`config.mk`:
```
export PLATFORM = sky130hd
export DESIGN_NAME = searchable_record_stack
export DESIGN_NICKNAME = d
export VERILOG_FILES = /design/src/rtl/srs_pkg.sv /design/src/rtl/searchable_record_stack.sv /design/src/rtl/srs_ram.sv
export SDC_FILE = /design/constraint.sdc
export NUM_CORES = 2
export LEC_CHECK = 0
export ABC_AREA = 1
export BUFFER_PORTS_ARGS = -buffer_cell sky130_fd_sc_hd__buf_2
export CORE_MARGIN = 4
export CORE_UTILIZATION = 45
export CTS_BUF_LIST = sky130_fd_sc_hd__clkbuf_8
export CTS_CLUSTER_DIAMETER = 30
export DETAILED_ROUTE_END_ITERATION = 8
export MAX_ROUTING_LAYER = met4
export PLACE_DENSITY_LB_ADDON = 0.05
export RECOVER_POWER = 25
export SYNTH_ARGS = -nofsm -noshare
export SYNTH_HDL_FRONTEND = slang
export SYNTH_SLANG_ARGS = --single-unit
```
`constraint.sdc`:
```
create_clock -name i_clk -period 7 [get_ports i_clk]
set_input_delay 0.35 -clock i_clk [delete_from_list [all_inputs] [get_ports i_clk]]
set_output_delay 0.35 -clock i_clk [all_outputs]
set_load 0.02 [all_outputs]
```
`src/rtl/srs_pkg.sv`:
```
// shared types and constants for the searchable record stack
// depends on nothing; imported by the top level and the testbench
package srs_pkg;

    localparam int STACK_DEPTH = 64;
    localparam int ADDR_W      = (STACK_DEPTH > 1) ? $clog2(STACK_DEPTH) : 1;
    localparam int CNT_W       = $clog2(STACK_DEPTH + 1);

    localparam int CODE_W      = 16;
    localparam int SALARY_W    = 32;
    localparam int STATUS_W    = 2;
    localparam int OPCODE_W    = 2;
    localparam int OUT_CNT_W   = 7;
    localparam int REC_W       = CODE_W + SALARY_W;

    localparam logic [OPCODE_W-1:0] OP_PUSH   = 2'd0;
    localparam logic [OPCODE_W-1:0] OP_POP    = 2'd1;
    localparam logic [OPCODE_W-1:0] OP_SEARCH = 2'd2;

    localparam logic [STATUS_W-1:0] ST_OK       = 2'd0;
    localparam logic [STATUS_W-1:0] ST_FULL     = 2'd1;
    localparam logic [STATUS_W-1:0] ST_EMPTY    = 2'd2;
    localparam logic [STATUS_W-1:0] ST_NOTFOUND = 2'd3;

    typedef struct packed {
        logic [CODE_W-1:0]   code;
        logic [SALARY_W-1:0] salary;
    } t_record;

    typedef enum logic [1:0] {
        S_IDLE,
        S_POP,
        S_SEARCH
    } t_state;

endpackage

```
`src/rtl/searchable_record_stack.sv`:
```
// top level of the searchable record stack: control sequencer and record ram
// depends on srs_pkg and srs_ram
//
// usage
//   a request (opcode, code, salary) is taken at a rising edge where start is
//   high and busy is low. each request gives exactly one result, shown for one
//   cycle with o_valid high; the receiver cannot hold it off.
//   opcodes: push, pop, search by code; the unused opcode changes nothing and
//   reports success with the current count.
// latency and throughput
//   push, unused opcode, and pop or search on an empty stack: result in the
//   cycle after the request, busy stays low, so one request per cycle.
//   pop: one ram read, result taken from the ram data in the pop state,
//   busy for one cycle. search: the ram is read one entry per cycle from
//   the top down, busy while the walk runs; the walk ends at the first match
//   or at the bottom entry, so at most the count of entries is examined. the
//   single read port of the record ram sets this walk rate.
// reset
//   i_rst_n low clears the count, the sequencer and the result strobe; the
//   record ram is not cleared, only entries below the count are ever read.
// stalls
//   none on the result side; results are never held or repeated.
module searchable_record_stack
    import srs_pkg::*;
(
    input  logic                 i_clk,
    input  logic                 i_rst_n,
    input  logic                 start,
    output logic                 busy,
    input  logic [OPCODE_W-1:0]  i_opcode,
    input  logic [CODE_W-1:0]    i_entry_code,
    input  logic [SALARY_W-1:0]  i_entry_salary,
    output logic                 o_valid,
    output logic [STATUS_W-1:0]  o_status,
    output logic [CODE_W-1:0]    o_found_code,
    output logic [SALARY_W-1:0]  o_found_salary,
    output logic [OUT_CNT_W-1:0] o_stack_count
);

    // sequencer state
    t_state              r_state,  n_state;
    logic [CNT_W-1:0]    r_count,  n_count;
    logic [ADDR_W-1:0]   r_idx,    n_idx;
    logic [CODE_W-1:0]   r_key,    n_key;

    // result register
    logic                r_valid,  n_valid;
    logic [STATUS_W-1:0] r_status, n_status;
    logic [CODE_W-1:0]   r_code,   n_code;
    logic [SALARY_W-1:0] r_salary, n_salary;

    // ram side
    logic                ram_wr_en;
    logic [ADDR_W-1:0]   ram_wr_addr;
    t_record             ram_wr_data;
    logic                ram_rd_en;
    logic [ADDR_W-1:0]   ram_rd_addr;
    t_record             ram_rd_data;

    logic                accept;
    logic                is_full;
    logic                is_empty;
    logic [ADDR_W-1:0]   top_addr;

    assign accept   = start && (r_state == S_IDLE);
    assign is_full  = (r_count == CNT_W'(STACK_DEPTH));
    assign is_empty = (r_count == '0);
    // address of the top record, meaningful only when not empty
    assign top_addr = ADDR_W'(r_count - CNT_W'(1));

    srs_ram #(
        .WIDTH (REC_W),
        .DEPTH (STACK_DEPTH)
    ) u_store (
        .i_clk     (i_clk),
        .i_wr_en   (ram_wr_en),
        .i_wr_addr (ram_wr_addr),
        .i_wr_data (ram_wr_data),
        .i_rd_en   (ram_rd_en),
        .i_rd_addr (ram_rd_addr),
        .o_rd_data (ram_rd_data)
    );

    always_ff @(posedge i_clk) begin
        if (!i_rst_n) begin
            r_state <= S_IDLE;
            r_count <= '0;
            r_valid <= 1'b0;
        end else begin
            r_state <= n_state;
            r_count <= n_count;
            r_valid <= n_valid;
        end
    end

    // payload registers, no reset needed
    always_ff @(posedge i_clk) begin
        r_idx    <= n_idx;
        r_key    <= n_key;
        r_status <= n_status;
        r_code   <= n_code;
        r_salary <= n_salary;
    end

    always_comb begin
        n_state     = r_state;
        n_count     = r_count;
        n_idx       = r_idx;
        n_key       = r_key;
        n_valid     = 1'b0;
        n_status    = r_status;
        n_code      = r_code;
        n_salary    = r_salary;
        ram_wr_en   = 1'b0;
        ram_wr_addr = r_count[ADDR_W-1:0];
        ram_wr_data = '{code: i_entry_code, salary: i_entry_salary};
        ram_rd_en   = 1'b0;
        ram_rd_addr = top_addr;

        case (r_state)
            S_IDLE: begin
                if (accept) begin
                    n_status = ST_OK;
                    n_code   = '0;
                    n_salary = '0;
                    case (i_opcode)
                        OP_PUSH: begin
                            n_valid = 1'b1;
                            if (is_full) begin
                                n_status = ST_FULL;
                            end else begin
                                // write lands before any later read can be issued
                                ram_wr_en = 1'b1;
                                n_count   = r_count + CNT_W'(1);
                            end
                        end
                        OP_POP: begin
                            if (is_empty) begin
                                n_valid  = 1'b1;
                                n_status = ST_EMPTY;
                            end else begin
                                ram_rd_en = 1'b1;
                                n_count   = r_count - CNT_W'(1);
                                n_state   = S_POP;
                            end
                        end
                        OP_SEARCH: begin
                            if (is_empty) begin
                                n_valid  = 1'b1;
                                n_status = ST_EMPTY;
                            end else begin
                                // start the walk at the top record
                                ram_rd_en = 1'b1;
                                n_idx     = top_addr;
                                n_key     = i_entry_code;
                                n_state   = S_SEARCH;
                            end
                        end
                        default: begin
                            n_valid = 1'b1;
                        end
                    endcase
                end
            end
            S_POP: begin
                n_valid  = 1'b1;
                n_status = ST_OK;
                n_code   = ram_rd_data.code;
                n_salary = ram_rd_data.salary;
                n_state  = S_IDLE;
            end
            S_SEARCH: begin
                // ram_rd_data holds the entry at r_idx
                if (ram_rd_data.code == r_key) begin
                    n_valid  = 1'b1;
                    n_status = ST_OK;
                    n_code   = ram_rd_data.code;
                    n_salary = ram_rd_data.salary;
                    n_state  = S_IDLE;
                end else if (r_idx == '0) begin
                    n_valid  = 1'b1;
                    n_status = ST_NOTFOUND;
                    n_state  = S_IDLE;
                end else begin
                    ram_rd_en   = 1'b1;
                    ram_rd_addr = r_idx - ADDR_W'(1);
                    n_idx       = r_idx - ADDR_W'(1);
                end
            end
            default: begin
                n_state = S_IDLE;
            end
        endcase
    end

    assign busy           = (r_state != S_IDLE);
    assign o_valid        = r_valid;
    assign o_status       = r_status;
    assign o_found_code   = r_code;
    assign o_found_salary = r_salary;
    // count after the operation, masked to the port width
    assign o_stack_count  = OUT_CNT_W'(r_count);

endmodule

```
`src/rtl/srs_ram.sv`:
```
// generic single-port-write, single-port-read ram with registered read
// no dependencies
module srs_ram #(
    parameter int WIDTH = 8,
    parameter int DEPTH = 16,
    parameter int AW    = (DEPTH > 1) ? $clog2(DEPTH) : 1
) (
    input  logic             i_clk,
    input  logic             i_wr_en,
    input  logic [AW-1:0]    i_wr_addr,
    input  logic [WIDTH-1:0] i_wr_data,
    input  logic             i_rd_en,
    input  logic [AW-1:0]    i_rd_addr,
    output logic [WIDTH-1:0] o_rd_data
);

    logic [WIDTH-1:0] r_mem [DEPTH];
    logic [WIDTH-1:0] r_rd_data;

    always_ff @(posedge i_clk) begin
        if (i_wr_en) begin
            r_mem[i_wr_addr] <= i_wr_data;
        end
        if (i_rd_en) begin
            r_rd_data <= r_mem[i_rd_addr];
        end
    end

    assign o_rd_data = r_rd_data;

endmodule

```
==> impl_results.md <==
- Clock sinks: 3202
- Slowest cell on crit path: buf_4
- Hold Path Class: in -> reg
- Final WL: 477.7 mm
- Post-synth ARST share: 0%
- Number of synthesized flops with an enable pin: 3192
- Mapped cell area: 140100 um^2
- Worst skew pair latency: 1.22 ns
- Crit. path cell count: 17
- Drt drc: 0
- Critical path launch point: u_store.o_rd_data[42]$_DFFE_PP_
- Hold slack: 0.1391 ns
- Static Leak: 0.06348 uW
- CTS tree: yes
- Synthesized Nets: 12.48k
- Post-route insts no fill: 17.47k
- Clk_skew: 0.05239 ns
- Peak supply drop: 0.0002700 V
- Initial antenna violation count: 34
- Worst slew margin: -167.0%
- Setup TNS: 0 ns
- Final hold vios: 0
- Vias: 98.55k
- GP Congestion: 0.8415
- Critical Path RT: 7.90 ns
- Sequential area share after synthesis: 68.56%
- Synth-to-layout area growth: 14.86%
- Horiz. Die Dim: 566.0 um
- Max_cap viols: 31
- Crit path largest cell delay: 0.88 ns
- R2r setup slk: 2.30 ns
- Pre-CTS setup slack: 2.451 ns
- Core area: 309400 um^2
- Outcome: finished, violations left
- Die footprint: 320300 um^2
- Failing checks: capacitance limit, slew limit
- Final worst path period share: 67.11%
- Prevailing post-synth register cell: edfxtp_1
- Worst-Margin Slew: 4.006 ns
- CTS H-tree lvls: 6
- Top-area cell type share of the netlist area: 68.42%
- Setup violations, final: 0
- Top-count cell post-synth: nand3_1
- Initial Util: 45.29%
- Cell taking the most area after synthesis: edfxtp_1
- Max Freq: 212.9 MHz
- Layout cells sized above 1: 11.17%
- Crit Path Class: reg -> reg
- Total placed cells including tap cells: 16.10k
- Worst setup EP type: flop
- First-pass iteration count of the detailed router: 9
- Chip height: 566.0 um
- Area of the multi-input gates: 33810 um^2
- Clock transition at path regs: 0.06 ns
- Syn Area/Cell: 11.28 um^2
- IO Count: 112
- 1st-iter DRT viols: 11.88k
- Crit path cell chain: nand2_1 -> nand2_1 -> nor2_1 -> nand2_1 -> nor2_2 -> nand2_4 -> nand2_2 -> nand2_8 -> nand2_8 -> buf_4 -> nand2_1 -> nand3_1 -> nand3_1 -> nand3_1 -> nand3_1 -> nand3_1 -> nand2_1
- Post-route ant nets: 0
- Final Critical Period: 4.698 ns
- Global route total overflow: 0
- Worst r2r dst: u_store.o_rd_data[41]$_DFFE_PP_
- First-pass GRT wire length: 682.8 mm
- All-Layer GR Usage: 29.82%
- Final max-slew violation count: 2027
- Ys Warns: 0
- Drt wl/cell: 27.35 um
- Top cell family by delay on the critical path: simple AND/OR/NAND/NOR gates
- Worst setup path endpoint: u_store.o_rd_data[41]$_DFFE_PP_
- Num rows: 204
- Filler Cells Inserted: 27.21k
- Yosys cell types: 36
- Register area: 96050 um^2
- Post CTS Setup Buffer Count: 0
- Via density: 5.642
- Buffers on Ports: 111
- Critical Path AT: 5.60 ns
- Synthesis-stage register bit count: 3202
- Unrepaired setup endpoints after global routing: false
- CTS Buffer Depth: 4
- Cell depth of the worst flop-to-flop path: 17
- CP max FO: 84
- Num CTS Buffers: 709
- Buf/Inv on CP: 1
- Critical R2R Launch: u_store.o_rd_data[42]$_DFFE_PP_
- CP Launch Type: flop
- Post-Syn Instances: 12.42k
- Synth area leaders: edfxtp_1, nand3_1, nand3b_1
- Synth cell count leaders: nand3_1, edfxtp_1, nand2_1
- Number of global-route vias before repair: 94.98k
- Pwr/cell area: 331.0 nW/um^2
- Fin util: 52.02%
- Hpwl dp: 239.0 mm
- CTS root buffer: clkbuf_8
- Nets: 12.81k
- Worst setup margin: 2.302 ns
- Largest net degree at the start of global routing: 200
[state kept, by name, summed over array words and instances (netlist names)]
signal / flops
r_state: 2
o_found_salary: 32
o_found_code: 16
o_stack_count: 7
r_idx: 6
o_valid: 1
r_key: 16
u_store.o_rd_data: 48
o_status: 2
u_store.r_mem: 3072
[metrics by stage]
step / total power [uW] / instance area, um^2
after detailed placement: 31830 / 145500
after global routing: 55270 / 160900
after floorplan: 27620 / 140100
after global placement: 31820 / 145500
after CTS: 53510 / 161000
final: 53260 / 160900
[worst min-delay path by stage]
stage                       startpoint                       to  slack [ns]  cells after the start
4_1_cts                        i_rst_n  r_state[1]$_SDFFE_PN0P_        0.03                      4
3_3_place_gp   r_state[1]$_SDFFE_PN0P_  r_state[1]$_SDFFE_PN0P_        0.49                      2
6_report                       i_rst_n  r_state[1]$_SDFFE_PN0P_        0.14                      4
5_1_grt                        i_rst_n  r_state[1]$_SDFFE_PN0P_        0.11                      4
3_5_place_dp   r_state[1]$_SDFFE_PN0P_  r_state[1]$_SDFFE_PN0P_        0.50                      2
2_1_floorplan          i_entry_code[0]       r_key[0]$_DFFE_PP_        0.45                      0
[placed cells by master (no fill, tap or decap), drive strengths merged]
cell type,synthesis,layout
o21ai,17,17
xor2,7,7
edfxtp,3192,3192
clkinv,2,295
nor2,102,102
nand3,3279,3279
a21oi,11,11
a211oi,3,3
nand2,1914,1914
dfxtp,10,10
clkinvlp,0,48
dlygate4sd3,0,55
nand3b,1149,1149
a31oi,1,1
clkbuf,210,747
a221oi,1,1
buf,638,378
or2,3,3
nand4,7,7
a22oi,1,1
o211ai,2,2
nor3,10,10
bufinv,0,81
inv,1842,1994
ha,11,11
o311ai,1,1
nor4,3,3
diode,0,20
o31ai,3,3
mux2i,1,1
[layer usage]
metal  wire [um]  vias up  global-route usage [%]
met5           0        -                       -
li1            -    43680                       -
met1      208200    49480                   41.85
met4       13120        0                   8.548
met3       39440      817                   4.855
met2      216900     4575                   45.10
[where the power goes]
part           internal (uW)  leakage [uW]  switching, uW  total (uW)
clock                  12700       0.00795           9020       21700
sequential             21500        0.0289            120       21600
combinational           2490        0.0267           7510       10000
[final cells by class]
class	count	share of cell area, %
clock buffers	715	6.116
inverters	1844	4.316
multi-input cells	6526	21.01
repair buffers	465	2.485
well taps	4120	3.204
diodes	20	0.03110
flip-flops and latches	3202	59.69
clock inverters	574	3.146
[worst reg2reg max path, cell delays in order, from the launching register on]
cell and delay [ns]:
edfxtp_1 0.47, nand2_1 0.11, nand2_1 0.06, nor2_1 0.17, nand2_1 0.12, nor2_2 0.15
nand2_4 0.13, nand2_2 0.15, nand2_8 0.37, nand2_8 0.64, buf_4 0.91, nand2_1 0.23
nand3_1 0.14, nand3_1 0.10, nand3_1 0.14, nand3_1 0.11, nand3_1 0.23, nand2_1 0.16
[kinds of logic (layout without fill, tap and decap cells)]
family / Yosys count / in the layout / share of synthesized area (%)
and+or+nand+nor: 6467 / 6467 / 23.40
buffers and inverters: 2692 / 3598 / 7.714
AOI/OAI and AO/OA: 40 / 40 / 0.1715
muxes: 1 / 1 / 0.007145
DFF: 3202 / 3202 / 68.56
adders and majority gates: 11 / 11 / 0.09824
other: 0 / 20 / 0
xor gates and xnor gates: 7 / 7 / 0.04376
[timing repair]
action,4_1_cts,5_1_grt
hold buffers,55,0
resized for setup,0,0
hold endpoints to repair,3124,0
(Power assumes the default switching activity.)
